--- src/rtl/attp_pkg.sv ---
`default_nettype none

package attp_pkg;

   // Configuration register indexes
   localparam logic [2:0] CSR_FG_BASE       = 3'd0;
   localparam logic [2:0] CSR_BG_BASE       = 3'd1;
   localparam logic [2:0] CSR_MARGIN_X      = 3'd2;
   localparam logic [2:0] CSR_GLYPH_PITCH   = 3'd3;
   localparam logic [2:0] CSR_LINE_ADVANCE  = 3'd4;
   localparam logic [2:0] CSR_SCREEN_WIDTH  = 3'd5;
   localparam logic [2:0] CSR_SCREEN_HEIGHT = 3'd6;
   localparam logic [2:0] CSR_CRLF_MODE     = 3'd7;

   // Reset values of the configuration registers
   localparam logic [15:0] RST_FG_BASE       = 16'hFFFF;
   localparam logic [15:0] RST_BG_BASE       = 16'h0000;
   localparam logic [9:0]  RST_MARGIN_X      = 10'd0;
   localparam logic [5:0]  RST_GLYPH_PITCH   = 6'd8;
   localparam logic [5:0]  RST_LINE_ADVANCE  = 6'd10;
   localparam logic [10:0] RST_SCREEN_WIDTH  = 11'd640;
   localparam logic [10:0] RST_SCREEN_HEIGHT = 11'd480;
   localparam logic        RST_CRLF_MODE     = 1'b0;

   localparam logic [10:0] SCREEN_MAX = 11'd1024;
   localparam logic [6:0]  PVAL_MAX   = 7'd127;

   // Character codes
   localparam logic [7:0] CH_BS        = 8'h08;
   localparam logic [7:0] CH_LF        = 8'h0A;
   localparam logic [7:0] CH_CR        = 8'h0D;
   localparam logic [7:0] CH_ESC       = 8'h1B;
   localparam logic [7:0] CH_SPACE     = 8'h20;
   localparam logic [7:0] CH_ZERO      = 8'h30;
   localparam logic [7:0] CH_NINE      = 8'h39;
   localparam logic [7:0] CH_SEMICOLON = 8'h3B;
   localparam logic [7:0] CH_LBRACKET  = 8'h5B;
   localparam logic [7:0] CH_SGR_END   = 8'h6D;

   // SGR codes
   localparam logic [6:0] SGR_RESET   = 7'd0;
   localparam logic [6:0] SGR_BRIGHT  = 7'd1;
   localparam logic [6:0] SGR_DIM     = 7'd2;
   localparam logic [6:0] SGR_INVERSE = 7'd7;
   localparam logic [6:0] SGR_FG_LO   = 7'd30;
   localparam logic [6:0] SGR_FG_HI   = 7'd37;
   localparam logic [6:0] SGR_BG_LO   = 7'd40;
   localparam logic [6:0] SGR_BG_HI   = 7'd47;

   localparam logic [3:0] GRAY_BRIGHT = 4'd12;
   localparam logic [3:0] GRAY_DIM    = 4'd4;

   localparam logic KIND_DRAW   = 1'b0;
   localparam logic KIND_SCROLL = 1'b1;

   typedef enum logic [2:0] {
      ST_TEXT = 3'b001,
      ST_ESC  = 3'b010,
      ST_CSI  = 3'b100
   } attp_pstate_type;

   typedef struct packed {
      logic [15:0] fg_base;
      logic [15:0] bg_base;
      logic [9:0]  margin_x;
      logic [5:0]  glyph_pitch;
      logic [5:0]  line_advance;
      logic [10:0] screen_width;
      logic [10:0] screen_height;
      logic        crlf_mode;
   } attp_cfg_type;

   typedef struct packed {
      logic        kind;
      logic [9:0]  pos_x;
      logic [9:0]  pos_y;
      logic [7:0]  glyph;
      logic [15:0] fore_colour;
      logic [15:0] back_colour;
      logic [5:0]  scroll_rows;
      logic        last;
   } attp_result_type;

   typedef struct packed {
      logic [15:0] fg;
      logic [15:0] bg;
   } attp_colors_type;

   // RGB565 grey from a 4-bit level
   function automatic logic [15:0] attp_gray16(input logic [3:0] n);
      logic [4:0] rb;
      logic [5:0] g;
      rb = {n, n[3]};
      g  = {n, n[3:2]};
      return {rb, g, rb};
   endfunction

   function automatic attp_colors_type attp_apply_code(
      input logic [6:0]      code,
      input attp_colors_type cur,
      input logic [15:0]     dfg,
      input logic [15:0]     dbg
   );
      attp_colors_type res;
      logic [6:0]      off;
      res = cur;
      off = 7'd0;
      if (code == SGR_RESET) begin
         res.fg = dfg;
         res.bg = dbg;
      end else if (code == SGR_INVERSE) begin
         res.fg = cur.bg;
         res.bg = cur.fg;
      end else if (code == SGR_BRIGHT) begin
         res.fg = attp_gray16(GRAY_BRIGHT);
      end else if (code == SGR_DIM) begin
         res.fg = attp_gray16(GRAY_DIM);
      end else if (code >= SGR_FG_LO && code <= SGR_FG_HI) begin
         off    = code - SGR_FG_LO;
         res.fg = attp_gray16({off[2:0], 1'b0});
      end else if (code >= SGR_BG_LO && code <= SGR_BG_HI) begin
         off    = code - SGR_BG_LO;
         res.bg = attp_gray16({off[2:0], 1'b0});
      end
      return res;
   endfunction

endpackage

`default_nettype wire

--- src/rtl/attp_step.sv ---
`default_nettype none

module attp_step #(
   parameter int PARAM_BUF_BYTES = 8
) (
   input  wire logic                      clock,
   input  wire logic                      reset,
   input  wire attp_pkg::attp_cfg_type    cfg,
   input  wire logic                      go,
   input  wire logic [7:0]                ch,
   output logic [1:0]                     res_cnt,
   output attp_pkg::attp_result_type      res0,
   output attp_pkg::attp_result_type      res1
);
   import attp_pkg::*;

   localparam int PC_W   = $clog2(PARAM_BUF_BYTES);
   localparam int PC_MAX = PARAM_BUF_BYTES - 1;

   logic [9:0]      cur_x_ff, cur_x_in;
   logic [9:0]      cur_y_ff, cur_y_in;
   logic [15:0]     fg_ff, fg_in;
   logic [15:0]     bg_ff, bg_in;
   attp_pstate_type pstate_ff, pstate_in;
   logic [PC_W-1:0] pchars_ff, pchars_in;
   logic [6:0]      pval_ff, pval_in;
   logic            popen_ff, popen_in;
   logic [15:0]     sh_fg_ff, sh_fg_in;
   logic [15:0]     sh_bg_ff, sh_bg_in;

   logic [10:0]     w_lim, h_lim;
   logic [10:0]     x_adv, y_adv, bs_lim, pv_mul;
   logic            wrap, bottom, bs_clamp, digit;
   attp_colors_type applied;
   attp_result_type draw_res, scroll_res;

   always_comb begin
      w_lim    = (cfg.screen_width > SCREEN_MAX) ? SCREEN_MAX : cfg.screen_width;
      h_lim    = (cfg.screen_height > SCREEN_MAX) ? SCREEN_MAX : cfg.screen_height;
      x_adv    = {1'b0, cur_x_ff} + {5'b0, cfg.glyph_pitch};
      y_adv    = {1'b0, cur_y_ff} + {5'b0, cfg.line_advance};
      bs_lim   = {1'b0, cfg.margin_x} + {5'b0, cfg.glyph_pitch};
      wrap     = x_adv >= w_lim;
      bottom   = y_adv >= h_lim;
      bs_clamp = {1'b0, cur_x_ff} < bs_lim;
      digit    = ch >= CH_ZERO && ch <= CH_NINE;
      pv_mul   = {1'b0, pval_ff, 3'b000} + {3'b000, pval_ff, 1'b0} + {7'b0, ch[3:0]};
      applied  = attp_apply_code(pval_ff, '{fg: sh_fg_ff, bg: sh_bg_ff},
                                 cfg.fg_base, cfg.bg_base);

      draw_res.kind        = KIND_DRAW;
      draw_res.pos_x       = cur_x_ff;
      draw_res.pos_y       = cur_y_ff;
      draw_res.glyph       = ch;
      draw_res.fore_colour = fg_ff;
      draw_res.back_colour = bg_ff;
      draw_res.scroll_rows = 6'd0;
      draw_res.last        = 1'b1;

      scroll_res.kind        = KIND_SCROLL;
      scroll_res.pos_x       = 10'd0;
      scroll_res.pos_y       = 10'd0;
      scroll_res.glyph       = 8'd0;
      scroll_res.fore_colour = 16'd0;
      scroll_res.back_colour = cfg.bg_base;
      scroll_res.scroll_rows = cfg.line_advance;
      scroll_res.last        = 1'b1;

      res_cnt   = 2'd0;
      res0      = draw_res;
      res1      = scroll_res;
      cur_x_in  = cur_x_ff;
      cur_y_in  = cur_y_ff;
      fg_in     = fg_ff;
      bg_in     = bg_ff;
      pstate_in = pstate_ff;
      pchars_in = pchars_ff;
      pval_in   = pval_ff;
      popen_in  = popen_ff;
      sh_fg_in  = sh_fg_ff;
      sh_bg_in  = sh_bg_ff;

      case (pstate_ff)
         ST_ESC: begin
            if (ch == CH_LBRACKET) begin
               pstate_in = ST_CSI;
               pchars_in = '0;
               pval_in   = 7'd0;
               popen_in  = 1'b0;
               sh_fg_in  = fg_ff;
               sh_bg_in  = bg_ff;
            end else begin
               pstate_in = ST_TEXT;
            end
         end
         ST_CSI: begin
            if (digit || ch == CH_SEMICOLON) begin
               // drop parameter characters beyond the buffer
               if (pchars_ff < PC_W'(PC_MAX)) begin
                  pchars_in = pchars_ff + PC_W'(1);
                  if (digit) begin
                     pval_in  = (pv_mul > {4'b0, PVAL_MAX}) ? PVAL_MAX : pv_mul[6:0];
                     popen_in = 1'b1;
                  end else begin
                     sh_fg_in = applied.fg;
                     sh_bg_in = applied.bg;
                     pval_in  = 7'd0;
                     popen_in = 1'b0;
                  end
               end
            end else begin
               if (ch == CH_SGR_END) begin
                  fg_in = popen_ff ? applied.fg : sh_fg_ff;
                  bg_in = popen_ff ? applied.bg : sh_bg_ff;
               end
               pstate_in = ST_TEXT;
            end
         end
         default: begin
            pstate_in = ST_TEXT;
            if (ch == CH_ESC) begin
               pstate_in = ST_ESC;
            end else if (ch >= CH_SPACE) begin
               res_cnt = 2'd1;
               if (wrap) begin
                  cur_x_in = cfg.margin_x;
                  if (bottom) begin
                     res_cnt       = 2'd2;
                     res0.last     = 1'b0;
                  end else begin
                     cur_y_in = y_adv[9:0];
                  end
               end else begin
                  cur_x_in = x_adv[9:0];
               end
            end else if (ch == CH_BS) begin
               cur_x_in = bs_clamp ? cfg.margin_x : (cur_x_ff - {4'b0, cfg.glyph_pitch});
            end else if (ch == CH_CR || (ch == CH_LF && !cfg.crlf_mode)) begin
               cur_x_in = cfg.margin_x;
               if (bottom) begin
                  res_cnt = 2'd1;
                  res0    = scroll_res;
               end else begin
                  cur_y_in = y_adv[9:0];
               end
            end
         end
      endcase
   end

   always_ff @(posedge clock) begin
      if (reset) begin
         cur_x_ff  <= RST_MARGIN_X;
         cur_y_ff  <= 10'd0;
         fg_ff     <= RST_FG_BASE;
         bg_ff     <= RST_BG_BASE;
         pstate_ff <= ST_TEXT;
         pchars_ff <= '0;
         pval_ff   <= 7'd0;
         popen_ff  <= 1'b0;
         sh_fg_ff  <= 16'd0;
         sh_bg_ff  <= 16'd0;
      end else if (go) begin
         cur_x_ff  <= cur_x_in;
         cur_y_ff  <= cur_y_in;
         fg_ff     <= fg_in;
         bg_ff     <= bg_in;
         pstate_ff <= pstate_in;
         pchars_ff <= pchars_in;
         pval_ff   <= pval_in;
         popen_ff  <= popen_in;
         sh_fg_ff  <= sh_fg_in;
         sh_bg_ff  <= sh_bg_in;
      end
   end

endmodule

`default_nettype wire

--- src/rtl/attp_outq.sv ---
`default_nettype none

module attp_outq (
   input  wire logic                      clock,
   input  wire logic                      reset,
   input  wire logic [1:0]                push_cnt,
   input  wire attp_pkg::attp_result_type res0,
   input  wire attp_pkg::attp_result_type res1,
   input  wire logic                      rsp_stall,
   output logic                           rsp_valid,
   output attp_pkg::attp_result_type      head,
   output logic [1:0]                     room
);
   import attp_pkg::*;

   attp_result_type q0_ff, q0_in;
   attp_result_type q1_ff, q1_in;
   logic [1:0]      cnt_ff, cnt_in;
   logic [1:0]      base_cnt;
   logic            pop;

   always_comb begin
      pop      = (cnt_ff != 2'd0) && !rsp_stall;
      base_cnt = cnt_ff - {1'b0, pop};
      room     = 2'd2 - base_cnt;
      // advance the second entry to the head on a pop, then append
      q0_in    = pop ? q1_ff : q0_ff;
      q1_in    = q1_ff;
      case (base_cnt)
         2'd0: begin
            q0_in = res0;
            q1_in = res1;
         end
         2'd1: begin
            q1_in = res0;
         end
         default: begin
         end
      endcase
      cnt_in = base_cnt + push_cnt;
   end

   always_ff @(posedge clock) begin
      if (reset) begin
         cnt_ff <= 2'd0;
      end else begin
         cnt_ff <= cnt_in;
      end
   end

   always_ff @(posedge clock) begin
      q0_ff <= q0_in;
      q1_ff <= q1_in;
   end

   assign rsp_valid = cnt_ff != 2'd0;
   assign head      = q0_ff;

endmodule

`default_nettype wire

--- src/rtl/ansi_text_terminal_parser_core.sv ---
`default_nettype none

// Byte-stream terminal parser: each accepted byte moves the cursor, updates the
// ANSI SGR colour state, and yields zero, one or two result items (glyph draw,
// scroll, or a draw followed by a scroll when the wrap lands on the bottom line).
// A byte is registered on accept and, once the queue has room for all its
// results, resolved into a two-entry result queue whose head drives the single
// result port. Bytes that give at most one result are taken every cycle while
// the result side does not stall; a draw-plus-scroll byte waits until both
// queue entries are free. Config writes are expected only while the block is idle.
module ansi_text_terminal_parser_core #(
   parameter int PARAM_BUF_BYTES = 8
) (
   input  wire logic        clock,
   input  wire logic        reset,
   input  wire logic        csr_we,
   input  wire logic [2:0]  csr_index,
   input  wire logic [15:0] csr_wdata,
   input  wire logic        req_valid,
   output logic             req_stall,
   input  wire logic [7:0]  req_ch,
   output logic             rsp_valid,
   input  wire logic        rsp_stall,
   output logic             rsp_kind,
   output logic [9:0]       rsp_pos_x,
   output logic [9:0]       rsp_pos_y,
   output logic [7:0]       rsp_glyph,
   output logic [15:0]      rsp_fore_colour,
   output logic [15:0]      rsp_back_colour,
   output logic [5:0]       rsp_scroll_rows,
   output logic             rsp_last
);
   import attp_pkg::*;

   attp_cfg_type    cfg_ff, cfg_in;
   logic            in_vld_ff, in_vld_in;
   logic [7:0]      in_ch_ff, in_ch_in;
   logic            go;
   logic [1:0]      res_cnt, push_cnt, room;
   attp_result_type res0, res1, head;

   always_comb begin
      cfg_in = cfg_ff;
      if (csr_we) begin
         case (csr_index)
            CSR_FG_BASE:       cfg_in.fg_base       = csr_wdata;
            CSR_BG_BASE:       cfg_in.bg_base       = csr_wdata;
            CSR_MARGIN_X:      cfg_in.margin_x      = csr_wdata[9:0];
            CSR_GLYPH_PITCH:   cfg_in.glyph_pitch   = csr_wdata[5:0];
            CSR_LINE_ADVANCE:  cfg_in.line_advance  = csr_wdata[5:0];
            CSR_SCREEN_WIDTH:  cfg_in.screen_width  = csr_wdata[10:0];
            CSR_SCREEN_HEIGHT: cfg_in.screen_height = csr_wdata[10:0];
            CSR_CRLF_MODE:     cfg_in.crlf_mode     = csr_wdata[0];
            default: begin
            end
         endcase
      end
   end

   always_ff @(posedge clock) begin
      if (reset) begin
         cfg_ff.fg_base       <= RST_FG_BASE;
         cfg_ff.bg_base       <= RST_BG_BASE;
         cfg_ff.margin_x      <= RST_MARGIN_X;
         cfg_ff.glyph_pitch   <= RST_GLYPH_PITCH;
         cfg_ff.line_advance  <= RST_LINE_ADVANCE;
         cfg_ff.screen_width  <= RST_SCREEN_WIDTH;
         cfg_ff.screen_height <= RST_SCREEN_HEIGHT;
         cfg_ff.crlf_mode     <= RST_CRLF_MODE;
      end else begin
         cfg_ff <= cfg_in;
      end
   end

   // resolve the held byte only when the queue has room for all its results
   assign go        = in_vld_ff && (res_cnt <= room);
   assign push_cnt  = go ? res_cnt : 2'd0;
   assign req_stall = in_vld_ff && !go;

   always_comb begin
      in_vld_in = in_vld_ff && !go;
      in_ch_in  = in_ch_ff;
      if (req_valid && !req_stall) begin
         in_vld_in = 1'b1;
         in_ch_in  = req_ch;
      end
   end

   always_ff @(posedge clock) begin
      if (reset) begin
         in_vld_ff <= 1'b0;
      end else begin
         in_vld_ff <= in_vld_in;
      end
   end

   always_ff @(posedge clock) begin
      in_ch_ff <= in_ch_in;
   end

   attp_step #(
      .PARAM_BUF_BYTES(PARAM_BUF_BYTES)
   ) u_step (
      .clock   (clock),
      .reset   (reset),
      .cfg     (cfg_ff),
      .go      (go),
      .ch      (in_ch_ff),
      .res_cnt (res_cnt),
      .res0    (res0),
      .res1    (res1)
   );

   attp_outq u_outq (
      .clock     (clock),
      .reset     (reset),
      .push_cnt  (push_cnt),
      .res0      (res0),
      .res1      (res1),
      .rsp_stall (rsp_stall),
      .rsp_valid (rsp_valid),
      .head      (head),
      .room      (room)
   );

   assign rsp_kind        = head.kind;
   assign rsp_pos_x       = head.pos_x;
   assign rsp_pos_y       = head.pos_y;
   assign rsp_glyph       = head.glyph;
   assign rsp_fore_colour = head.fore_colour;
   assign rsp_back_colour = head.back_colour;
   assign rsp_scroll_rows = head.scroll_rows;
   assign rsp_last        = head.last;

   a_res_cnt_range: assert property (@(posedge clock) disable iff (reset)
      in_vld_ff |-> res_cnt != 2'd3)
      else $error("more than two results for one byte");

   a_draw_then_scroll: assert property (@(posedge clock) disable iff (reset)
      (rsp_valid && !rsp_stall && rsp_kind == KIND_DRAW && !rsp_last) |=>
      (rsp_valid && rsp_kind == KIND_SCROLL && rsp_last))
      else $error("non-final draw not followed by its scroll");

   a_scroll_last: assert property (@(posedge clock) disable iff (reset)
      (rsp_valid && rsp_kind == KIND_SCROLL) |-> (rsp_last && rsp_glyph == 8'd0))
      else $error("scroll result is not final or carries a glyph");

   a_hold_byte: assert property (@(posedge clock) disable iff (reset)
      req_stall |=> (in_vld_ff && $stable(in_ch_ff)))
      else $error("held byte lost while stalled");

endmodule

`default_nettype wire

--- config.mk ---
export PLATFORM = sky130hd
export DESIGN_NAME = ansi_text_terminal_parser_core
export DESIGN_NICKNAME = d
export VERILOG_FILES = /design/src/rtl/attp_pkg.sv /design/src/rtl/attp_step.sv /design/src/rtl/attp_outq.sv /design/src/rtl/ansi_text_terminal_parser_core.sv
export SDC_FILE = /design/constraint.sdc
export NUM_CORES = 1
export LEC_CHECK = 0
export BUFFER_PORTS_ARGS = -buffer_cell sky130_fd_sc_hd__buf_2
export CELL_PAD_IN_SITES_DETAIL_PLACEMENT = 1
export CELL_PAD_IN_SITES_GLOBAL_PLACEMENT = 2
export CORE_ASPECT_RATIO = 1.5
export CORE_MARGIN = 4
export CORE_UTILIZATION = 42
export DETAILED_ROUTE_END_ITERATION = 12
export PLACE_DENSITY = 0.87
export SETUP_SLACK_MARGIN = 0.02
export SYNTH_ARGS = -nofsm -noshare
export SYNTH_HDL_FRONTEND = slang
export SYNTH_SLANG_ARGS = --single-unit
--- constraint.sdc ---
create_clock -name clock -period 11.85 [get_ports clock]
set_input_delay 1.7775 -clock clock [delete_from_list [all_inputs] [get_ports clock]]
set_output_delay 1.7775 -clock clock [all_outputs]
set_load 0.1 [all_outputs]
After elaboration in Yosys (flattened, before gate mapping)
Cells that the tools add are included.

Add/sub/neg operators: 12. $lt $le $gt $ge: 15. Equality and inequality tests: 27. Mux-type cells: 74. Bitwise gates (word level): 3. Reductions and logical operators: 38.

Operator list (count): 2-to-1 mux 68 bit (7); 2-to-1 mux 16 bit (17); one-hot mux 68 bit (2 select lines) (1); 2-to-1 mux 10 bit (10); 2-to-1 mux 67 bit (1); 2-to-1 mux 32 bit (2); one-hot mux 16 bit (2 select lines) (2); 2-to-1 mux 7 bit (5); adder 10 x 6 -> 11 bit (3); == test 8 x 4 -> 1 bit, second input constant (3); >= comparator 11 bit (2); greater-than comparator 11 bit, second input constant (2); 2-to-1 mux 11 bit (2); 2-to-1 mux 2 bit (9); AND reduction 2 bit (9); == test 8 x 7 -> 1 bit, second input constant (2); >= comparator 8 x 6 -> 1 bit, second input constant (2); == test 3 bit, second input constant (5); 2-to-1 mux 3 bit (5); less-or-equal comparator 7 x 6 -> 1 bit, second input constant (2); one-hot mux 7 bit (2 select lines) (1); one-hot mux 3 bit (2 select lines) (2); AND reduction 6 bit (2); adder 10 x 8 -> 11 bit (1); other kinds (39) (72).

Flip-flop bits (word level): 322. Bits of input ports: 32. Output and inout port bits: 70. Word-level logic and storage cells: 206.

Depth between registers and ports, before layout
Gate-level depths: netlist of the first run.

Depth in word-level cells: 16. Depth in mapped cells: 26. Mapped depth without buffers: 25.

Cells and area by module
Synthesis of the first run repeated with hierarchy kept, for this count alone.

Cells, all modules: 1919. Area, all modules: 18341.3 µm².

By module, submodules not included: attp_step (times used 1, cells an instance 1258, area each 9217.6 µm², sequential area each 1961.9 µm²); attp_outq (times used 1, cells an instance 307, area each 5906.9 µm², sequential area each 4124.0 µm²); ansi_text_terminal_parser_core (times used 1, cells an instance 354, area each 3216.8 µm², sequential area each 1801.7 µm²).

Worst setup path before layout of the first run
OpenSTA, ideal clock, no wires.

Path kind: reg2out. Start: register cfg_ff[23] in the netlist's numbering. End: output port req_stall. Data arrival time: 4.690 ns. Required time: 10.073 ns. Slack: 5.383 ns. Stages on the path, launching flop included: 21. Path buffers: 1. Cells stage by stage: dfxtp_1 ha_1 inv_1 fa_1 nor2b_1 o21ai_0 a21oi_1 o311ai_0 xnor2_1 ha_1 o2111ai_1 nor4_1 o21a_1 buf_2 o22ai_1 or2_2 ha_1 nand2_1 o21a_1 nand2_1 inv_1.

Word-level cells in the longest chain between the ends: 12. Elaborated cells on any way between the ends: 14. Those cells by class: 1 x add/sub; 2 x order compare; 8 x mux; 3 x reduce/logical.

RTL lines: start, declared (line ansi_text_terminal_parser_core.sv:35) `attp_cfg_type cfg_ff, cfg_in;`; start signal, assigned (line ansi_text_terminal_parser_core.sv:71) `cfg_ff <= cfg_in;`; adder 10 x 6 -> 11 bit (*) (line attp_step.sv:41) `y_adv = {1'b0, cur_y_ff} + {5'b0, cfg.line_advance};`; net u_step.y_adv[8] (line attp_step.sv:32) `logic [10:0] x_adv, y_adv, bs_lim, pv_mul;`; >= comparator 11 bit (*) (line attp_step.sv:44) `bottom = y_adv >= h_lim;`; 2-to-1 mux 1 bit (line attp_step.sv:140) `if (bottom) begin`; 2-to-1 mux 2 bit (line attp_step.sv:138) `end else if (ch == CH_CR || (ch == CH_LF && !cfg.crlf_mode)) begin`; 2-to-1 mux 2 bit (line attp_step.sv:136) `end else if (ch == CH_BS) begin`; 2-to-1 mux 2 bit (*) (line attp_step.sv:123) `end else if (ch >= CH_SPACE) begin`; 2-to-1 mux 2 bit (*) (line attp_step.sv:121) `if (ch == CH_ESC) begin`; 2-to-1 mux 2 bit (*) (line attp_step.sv:83) `case (pstate_ff)`; less-or-equal comparator 2 bit (*) (line ansi_text_terminal_parser_core.sv:76) `assign go = in_vld_ff && (res_cnt <= room);`; logical AND 1 bit (*) (line ansi_text_terminal_parser_core.sv:76); zero test 1 bit (*) (line ansi_text_terminal_parser_core.sv:78) `assign req_stall = in_vld_ff && !go;`; logical AND 1 bit (*) (line ansi_text_terminal_parser_core.sv:78); end, declared (line ansi_text_terminal_parser_core.sv:20) `output logic req_stall,`.

The timed path passes the listed nets; every way through them passes the cells marked *.

Worst setup path after layout of the first run
Same ends and word-level chain as after synthesis.

==> results of run 1 <==
## registers in the layout, indices dropped and copies added (netlist names)
signal            flops
in_vld_ff             1
u_step.sh_bg_ff      16
u_step.cur_y_ff      10
u_step.fg_ff         16
u_outq.q1_ff         68
in_ch_ff              8
u_step.sh_fg_ff      16
u_outq.cnt_ff         2
cfg_ff               77
u_step.pstate_ff      3
u_step.bg_ff         16
u_step.pchars_ff      3
u_outq.head          68
u_step.popen_ff       1
u_step.cur_x_ff      10
u_step.pval_ff        7
## power by group
part           internal [mW]  total (mW)  switching (mW)
logic                  0.467        2.34            1.88
registers               1.63        1.75           0.123
clock network          0.574        1.02           0.448
total                   2.67        5.12            2.45
## kinds of logic (layout without fill, tap and decap cells)
family / count (synthesis) / after routing / synth area share
compound gates: 508 / 508 / 0.1943
xor+xnor: 30 / 30 / 0.01560
fa+ha+maj: 84 / 84 / 0.06326
buf+inv: 215 / 279 / 0.04969
flops: 322 / 322 / 0.4553
mux: 65 / 65 / 0.03921
other cells: 0 / 1 / 0
simple gates: 653 / 653 / 0.1827
## cell usage after synthesis (10+ instances only)
library cell and number:
nor2b_1 29, o21bai_1 11, and3_1 11, o2111ai_1 16, nor2_1 103, xor2_1 12
edfxtp_1 144, a211o_1 11, clkbuf_1 88, o21ai_0 65, or2_2 10, buf_2 16
a21oi_1 141, o22ai_1 49, o21a_1 10, nand4_1 17, nor3_1 25, ha_1 78
mux2_1 18, dfxtp_1 178, nor4b_1 14, mux2i_1 42, and2_1 42, nand2_1 281
a31oi_1 48, a211oi_1 22, nand3_1 66, a21o_1 14, xnor2_1 17, inv_1 93
o21ai_1 20
## critical path, stage by stage, from the launching register on
cell and delay [ps]:
dfxtp_1 350, ha_1 250, inv_1 100, fa_1 230, nor2b_1 60, o21ai_0 200, a21oi_1 140, o311ai_0 720
xnor2_1 160, ha_1 340, o2111ai_1 150, nor4_1 650, o21a_1 230, buf_4 300, o22ai_1 150, or2_2 310
ha_1 180, nor2b_1 170, o21a_1 220, nand2_1 80, inv_1 80, buf_2 430
## worst paths after layout
check | start | to | cells past startpoint
setup / recovery | cfg_ff[23]$_SDFFE_PP0P_ | req_stall | 21
hold / removal | cfg_ff[12]$_SDFFE_PP0P_ | cfg_ff[12]$_SDFFE_PP0P_ | 2
setup reg to reg | cfg_ff[23]$_SDFFE_PP0P_ | u_step.sh_bg_ff[2]$_SDFFE_PP0P_ | 23
hold reg to reg | cfg_ff[12]$_SDFFE_PP0P_ | cfg_ff[12]$_SDFFE_PP0P_ | 2
## layout make-up
type | instances | area [um2] | share of cell area
Sequential cell | 322 | 7888 | 0.4099
Tap cell | 506 | 633.1 | 0.03290
Clock inverter | 11 | 127.6 | 0.006632
Timing Repair Buffer | 125 | 688.2 | 0.03576
Inverter | 97 | 364.1 | 0.01892
Antenna cell | 1 | 2.502 | 0.0001300
Clock buffer | 46 | 904.6 | 0.04701
Multi-Input combinational cell | 1340 | 8635 | 0.4487
## layer usage
layer  up-vias  part of all wire  track usage
met3       116             0.030      0.02240
met4         0             0.059       0.1360
met1      7328              0.39       0.2817
met2       296              0.52       0.4641
met5         -                 0            0
li1       6901                 -            -
==> out/metrics.cfg, run 1 <==
[clock_tree]
cts_buffers=31
cts_tree=yes
path_clk_slew_ps=70
clk_path_buf_depth=3
cts_root_buf=clkbuf_16
clock-sinks=322
cts_resized=0
cts_max_level=1
postCtsSetupRepairBufs=0
cts_hold_buffers=0
insertion_delay_ps=600

[place]
gp_congestion=0.8612
post_dp_cell_area_mm2=0.01821
hpwl_mm=41.30
post-place-cells=2390
io_buffers=101
place_ws_ps=4611

[timing]
fmaxAchievable_mhz=126.6
drv_slew=0
tightest_slew_ps=1194
rsz0062_at_grt=no
setup_ws_ps=3954
fin_crit_ps=7896
max_slew_margin=0.2024
finalHoldViolations=0
finalSetupTns_ps=0
setup_viol=0
whs_ps=452.9
min_period_over_period=0.6663
skew_ps=26.08

[synthesis]
yosysSeqAreaShare=0.4553
synth_largest_area_cell=edfxtp_1
syn_inst=1877
synth_top_area_share=0.2496
ys_types=91
avgSynthCellArea_um2=9.230
ys_top_cells_by_area=edfxtp_1 25%, dfxtp_1 21%, nand2_1 6.1%, ha_1 5.6%, a21oi_1 4.1%
synth_nets=1993
yosysWarnings=0
synthArstFlopShare=0
synth-edff-count=144
synth_seq_cells=322
synth_top_flop_cell=dfxtp_1
synth.cell_area_mm2=0.01733

[floorplan]
start_util=0.4274
ioPinCount=102
dieWidth_um=173.8
fp-row-count=90
core-area_mm2=0.04054
die_height_um=256.8
design.die.area_mm2=0.04463

[final_layout]
layout.cells.non_filler=2448
areaGrowthSynthToFinish_pct=11.06
nets=2033
n_fill_cell=4693
final_cell_mix=281 x nand2_1, 178 x dfxtp_1, 144 x edfxtp_1
fin_area_mm2=0.01924
final_common_cell=nand2_1
fin_util=0.4747
drive_above_1_share=0.1159

[critical_path]
worst_setup_path_end_kind=primary output
start_kind=flip-flop
required_ps=10070
reg2reg_slack_ps=4840
cp.arrival_ps=6120
critPathMaxFanout=19
crit_type=reg -> out

[grt]
grt_pass1_wl_mm=89.65
grt-ovfl-total=0
grt_pass1_vias=15490
grt_max_degree=112
antenna_found_initial=0
grtUsageTotal=0.2506

[drt]
drc=0
ant_nets=0
firstDrtPassIters=5
post_drt_wl_per_cell_um=23.42
vias=14640
drt_iter0_drc=932
avgViaCountPerCell=5.981
wirelength_mm=57.33

[flow_run]
drv_cap=0

[hold_path]
hold_class=reg -> reg

[pwr]
powerDensity_mw_per_mm2=266.0
total_power_mw=5.119
ir_drop_mv=0.2055
leakage_nw=7.316

[outcome]
status=completed

No activity file was read; power rests on OpenSTA's default activity.
==> inputs of run 2 (changes only) <==
Settings changed: CORE_UTILIZATION 42 to 39, PLACE_DENSITY 0.87 to 0.82.
Clock period 11.85 ns to 7.9 ns, I/O delays scaled along.
==> run 2 against run 1 <==
Critical path depth fell by 2. Power up 52%. Clock skew is 11 ps lower. Final cell count increased by 3.1%. Clock power increased by 62%. Design area grew 0.92%. Count of clock-buffer cells in the layout increased by 7. Sequential share of layout area down 0.37 points. Via count up 0.89%. Die area increased by 7.4%. Register-to-register slack got worse by 3700 ps. Highest routed layer unchanged.
==> out/metrics.cfg, run 2 (synthesized netlist as in run 1, its figures left out) <==
[clock_tree]
postCtsSetupRepairBufs=0
cts_root_buf=clkbuf_16
cts_tree=yes
cts_max_level=2
cts_hold_buffers=0
clock-sinks=322
insertion_delay_ps=530
clk_path_buf_depth=3
cts_resized=0
cts_buffers=35
path_clk_slew_ps=60

[drt]
drc=0
avgViaCountPerCell=5.852
drt_iter0_drc=874
wirelength_mm=59.50
post_drt_wl_per_cell_um=23.57
ant_nets=0
vias=14770
firstDrtPassIters=5

[critical_path]
reg2reg_depth=21
worstPathCellList=inv_1 -> ha_1 -> nand2b_1 -> a221oi_1 -> o211ai_1 -> xnor2_1 -> ha_1 -> a2111oi_0 -> o21ai_0 -> a21oi_1 -> a211o_1 -> o22ai_1 -> or2_2 -> ha_1 -> nand2_1 -> o21a_1 -> nand2_1 -> inv_1 -> buf_2
cpPeakStageDelay_ps=570
slowest_stage=a221oi_1
reg2reg_to=u_step.sh_bg_ff[11]$_SDFFE_PP0P_
required_ps=6710
crit_type=reg -> out
worst_setup_path_end_kind=primary output
cp_common_cell=ha_1
critPathMaxFanout=8
r2r_start=cfg_ff[30]$_SDFFE_PP0P_
critical-path-top-delay-family=compound AO/OA/AOI/OAI gates
cp.buffers_inverters=3
timing.critical_path.from=cfg_ff[30]$_SDFFE_PP0P_
start_kind=flip-flop
cp.arrival_ps=5860
reg2reg_slack_ps=1130

[final_layout]
top_register=cfg_ff
final_cell_mix=281 x nand2_1, 178 x dfxtp_1, 144 x edfxtp_1
fin_util=0.4426
areaGrowthSynthToFinish_pct=12.08
largest_reg_flops=77
final_common_cell=nand2_1
multi_input_area_mm2=0.008632
drive_above_1_share=0.1165
regArea_mm2=0.007888
nets=2038
antenna_cells=0
n_fill_cell=5063

[timing]
max_slew_margin=0.1888
setup_viol=0
fmaxAchievable_mhz=142.0
tightest_slew_ps=1214
fin_crit_ps=7041
rsz0062_at_grt=no
finalSetupTns_ps=0
drv_slew=0
skew_ps=14.70
min_period_over_period=0.8912
finalHoldViolations=0

[grt]
antenna_found_initial=0
grt-ovfl-total=0
grtUsageTotal=0.2428
grt_pass1_vias=15540
grt_pass1_wl_mm=91.74
grt_max_degree=84

[floorplan]
fp-row-count=94
core-area_mm2=0.04387
dieWidth_um=180.1
ioPinCount=102
start_util=0.3949
die_height_um=266.1
design.die.area_mm2=0.04793

[hold_path]
worstHoldPathCells=2
hold_class=reg -> reg
min-delay-start=cfg_ff[20]$_SDFFE_PP0P_
holdPathEnd=cfg_ff[20]$_SDFFE_PP0P_

[place]
hpwl_mm=42.87
io_buffers=101
gp_congestion=0.9068

[pwr]
total_power_mw=7.764
leakage_nw=7.376
ir_drop_mv=0.3068
powerDensity_mw_per_mm2=399.8

[outcome]
status=completed

[flow_run]
drv_cap=0

run 2: cell types whose count changed in the layout (fill, tap and decap cells not counted):
cell / delta
buf_4: +1
clkbuf_1: +3
clkbuf_16: +4
clkinv_1: +1
clkinv_2: +1
clkinv_4: +1
clkinvlp_4: -3
diode_2: -1
inv_16: -1
nor2b_1: +1
nor2b_2: -1
run 2: layout make-up:
cell class / count / share of cell area
inverter: 97 / 0.01875
multi-input combinational: 1340 / 0.4445
tap: 576 / 0.03711
timing repair buffer: 126 / 0.03582
sequential: 322 / 0.4062
clock inverter: 10 / 0.005283
clock buffer: 53 / 0.05232
run 2: metrics by stage:
| stage | hold slack (ps) | setup slack, ps | area, um2 | instances |
|---|---|---|---|---|
| finish | 460.3 | 859.4 | 19420 | 2524 |
| global placement | 441.4 | 1415 | 18300 | 2461 |
| global route | 480.1 | 467.6 | 19420 | 2524 |
| CTS | 461.5 | 851.7 | 19420 | 2524 |
| detailed placement | 452.7 | 1193 | 18300 | 2461 |
| floorplan | 431.8 | 2025 | 17330 | 1877 |
run 2: worst reg2reg max path, stage by stage (launching register included):
cell       delay, ps
dfxtp_1          480
inv_1            140
ha_1             330
nand2b_1         180
a221oi_1         570
o211ai_1         220
xnor2_1          190
ha_1             250
a2111oi_0        360
o21ai_0          180
a21oi_1          510
a211o_1          290
o22ai_1          120
or2_2            300
ha_1             280
nand2_1           70
o21ai_1          250
nand3_1          380
o31ai_4          330
buf_4            440
nand3_2          470
o221ai_2         350
run 2: worst max path at each step:
stage | depth (start not counted) | end
after CTS | 19 | req_stall
after detailed placement | 21 | u_step.sh_bg_ff[0]$_SDFFE_PP0P_
after global routing | 20 | req_stall
after floorplan | 20 | req_stall
after global placement | 21 | u_step.sh_bg_ff[3]$_SDFFE_PP0P_
final | 19 | req_stall
run 2: routing by layer:
metal / track usage / wire length [um] / share of wire / vias up
met1: 0.2606 / 21980 / 0.37 / 7341
li1: - / - / - / 6938
met4: 0.1562 / 4595 / 0.077 / 0
met3: 0.03196 / 2194 / 0.037 / 149
met2: 0.4476 / 30730 / 0.52 / 343
met5: 0 / 0 / 0 / -
run 2: report_power, final:
group          switching [mW]  leakage (nW)  internal, mW
Clock                   0.697         0.542         0.955
Sequential              0.182          2.94          2.45
Combinational            2.78          3.89         0.700
==> inputs of run 3 (changes only) <==
Settings changed: ABC_AREA set to 1, CORE_UTILIZATION 39 to 36.
==> run 3 against run 2 <==
Count of clock-buffer cells in the layout fell by 6. Non-clock buffer count is 12 lower. Wire length rose by 0.67%. Maximum frequency up 11%. Synthesized area rose by 1.7%. Clock skew up 12 ps. Via count up 7.6%. Synthesized cell count grew 27%. Die area increased by 9.8%. First-iteration DRC count fell by 14%. Largest power group unchanged.
==> out/metrics.cfg, run 3 <==
[pwr]
powerDensity_mw_per_mm2=398.2
leakage_nw=9.238
ir_drop_mv=0.2658

[timing]
setup_ws_ps=1566
fmaxAchievable_mhz=157.9
rsz0062_at_grt=no
finalSetupTns_ps=0
setup_viol=0
min_period_over_period=0.8018
skew_ps=26.86
finalHoldViolations=0
fin_crit_ps=6334
drv_slew=0
max_slew_margin=0.3073
tightest_slew_ps=1039

[final_layout]
final_common_cell=nand2_1
areaGrowthSynthToFinish_pct=12.30
largest_reg_flops=77
nets=2543
antenna_cells=0
top_register=cfg_ff
final_cell_mix=631 x nand2_1, 295 x nor2_1, 272 x inv_1
fin_util=0.4077
n_fill_cell=6122
drive_above_1_share=0.08479
fin_area_mm2=0.01980

[grt]
grt_max_degree=72
grtUsageTotal=0.2227
antenna_found_initial=0
grt-ovfl-total=0
grt_pass1_vias=16740
grt_pass1_wl_mm=92.56

[clock_tree]
clock-sinks=322
clk_path_buf_depth=3
path_clk_slew_ps=60
cts_root_buf=clkbuf_16
cts_hold_buffers=0
insertion_delay_ps=540
cts_max_level=2
postCtsSetupRepairBufs=0
cts_buffers=35
cts_resized=0
cts_tree=yes

[floorplan]
design.die.area_mm2=0.05264
core-area_mm2=0.04856
dieWidth_um=188.7
start_util=0.3630
ioPinCount=102
fp-row-count=99
die_height_um=279.0

[hold_path]
min-delay-start=cfg_ff[63]$_SDFFE_PP1P_
hold_class=reg -> reg

[critical_path]
cp.arrival_ps=5150
timing.critical_path.from=u_step.cur_y_ff[0]$_SDFFE_PP0P_
r2r_start=u_step.cur_y_ff[0]$_SDFFE_PP0P_
critPathMaxFanout=9
worst_setup_path_end_kind=primary output
required_ps=6710
critical-path-top-delay-family=simple AND/OR/NAND/NOR gates
worstPathCellList=ha_1 -> inv_1 -> fa_1 -> nand3b_1 -> nand2_1 -> nand4_1 -> o21ai_0 -> xor2_1 -> inv_1 -> ha_1 -> a21oi_1 -> o21a_1 -> nand4_1 -> nand3_1 -> nor2_1 -> ha_1 -> inv_1 -> o21bai_1 -> nand2_1 -> nor2_1 -> buf_2
slowest_stage=nand4_1
cp.buffers_inverters=4
crit_type=reg -> out
cpPeakStageDelay_ps=470
start_kind=flip-flop

[synthesis]
synth_top_flop_cell=dfxtp_1
synth_nets=2494
avgSynthCellArea_um2=7.413
yosysSeqAreaShare=0.4474
synthTopCellsByCount=632 x nand2_1, 296 x nor2_1, 273 x inv_1
synth-edff-count=144
yosysMostFrequentCell=nand2_1
synthArstFlopShare=0
synth_seq_cells=322
synth_top_area_share=0.2453
ys_types=47
ys_top_cells_by_area=edfxtp_1 25%, dfxtp_1 20%, nand2_1 13%, nor2_1 6.3%, inv_1 5.8%
synth_largest_area_cell=edfxtp_1
yosysWarnings=0
synth.cell_area_mm2=0.01763
syn_inst=2378

[drt]
post_drt_wl_per_cell_um=19.26
drt_iter0_drc=748
ant_nets=0
vias=15900
wirelength_mm=59.89
firstDrtPassIters=4
drc=0
avgViaCountPerCell=5.114

[outcome]
status=completed

[flow_run]
drv_cap=0

[place]
hpwl_mm=42.97
gp_congestion=0.8552
io_buffers=101
post_dp_cell_area_mm2=0.01858
place_ws_ps=2084

## run 3: changes by cell type in the layout (fill, tap and decap cells not counted), sizes merged, moves of 42 or more
cell / previous run / this run
a31oi: 48 / 4
inv: 94 / 287
mux2i: 42 / 0
nand2: 281 / 637
nand3: 68 / 135
nor2: 103 / 303
o21ai: 85 / 228
o22ai: 49 / 0
## run 3: through the flow
stage / std cells / power, mW / hold WS, ps
floorplan: 2378 / 5.295 / 421.4
global placement: 3046 / 6.117 / 434.5
detailed placement: 3046 / 6.206 / 447.4
CTS: 3109 / 7.996 / 464.4
global route: 3109 / 8.322 / 486.5
finish: 3109 / 7.884 / 459.8
## run 3: worst reg2reg max path: cells and delay by family (launching register included)
family                     cells  cell delay (ps)
DFF                            1              360
and+or+nand+nor               12             2230
AOI/OAI and AO/OA              6              800
adders and majority gates      4             1270
buffers and inverters          5              870
xor gates and xnor gates       1              200
## run 3: logic make-up (layout without fill, tap and decap cells)
logic type	after synthesis	count (layout)	share of synthesized area
simple gates	1125	1125	0.2608
compound gates	424	424	0.1247
buf+inv	390	465	0.08851
flops	322	322	0.4474
fa+ha+maj	84	84	0.06218
xor+xnor	33	33	0.01640
## run 3: routing by layer
| metal | part of all wire | vias to the layer above | track usage | wire (um) |
|---|---|---|---|---|
| met5 | 0 | - | 0 | 0 |
| met1 | 0.39 | 7760 | 0.2417 | 23310 |
| met2 | 0.54 | 253 | 0.4335 | 32290 |
| li1 | - | 7769 | - | - |
| met3 | 0.026 | 117 | 0.02339 | 1571 |
| met4 | 0.045 | 0 | 0.09591 | 2721 |
## run 3: path summary, 6_finish.rpt
path                                                         to  slack, ps  cells past startpoint
worst min-delay path                    cfg_ff[63]$_SDFFE_PP1P_        460                      2
worst min register to register          cfg_ff[63]$_SDFFE_PP1P_        460                      2
worst max-delay path                                  req_stall       1570                     21
worst max register to register  u_step.sh_bg_ff[8]$_SDFFE_PP0P_       2090                     28
## run 3: where the power goes
part | switching (mW) | internal, mW
combinational | 2.88 | 0.609
clock | 0.725 | 1.05
sequential | 0.168 | 2.45
total | 3.78 | 4.11
## run 3: cell type report
type                            count  area [um2]  share of cell area
Tap cell                          656       820.8             0.04146
Clock inverter                     16       224.0             0.01131
Timing Repair Buffer              114       603.1             0.03046
Multi-Input combinational cell   1666        8194              0.4139
Inverter                          288        1082             0.05467
Sequential cell                   322        7888              0.3984
Clock buffer                       47       984.7             0.04974
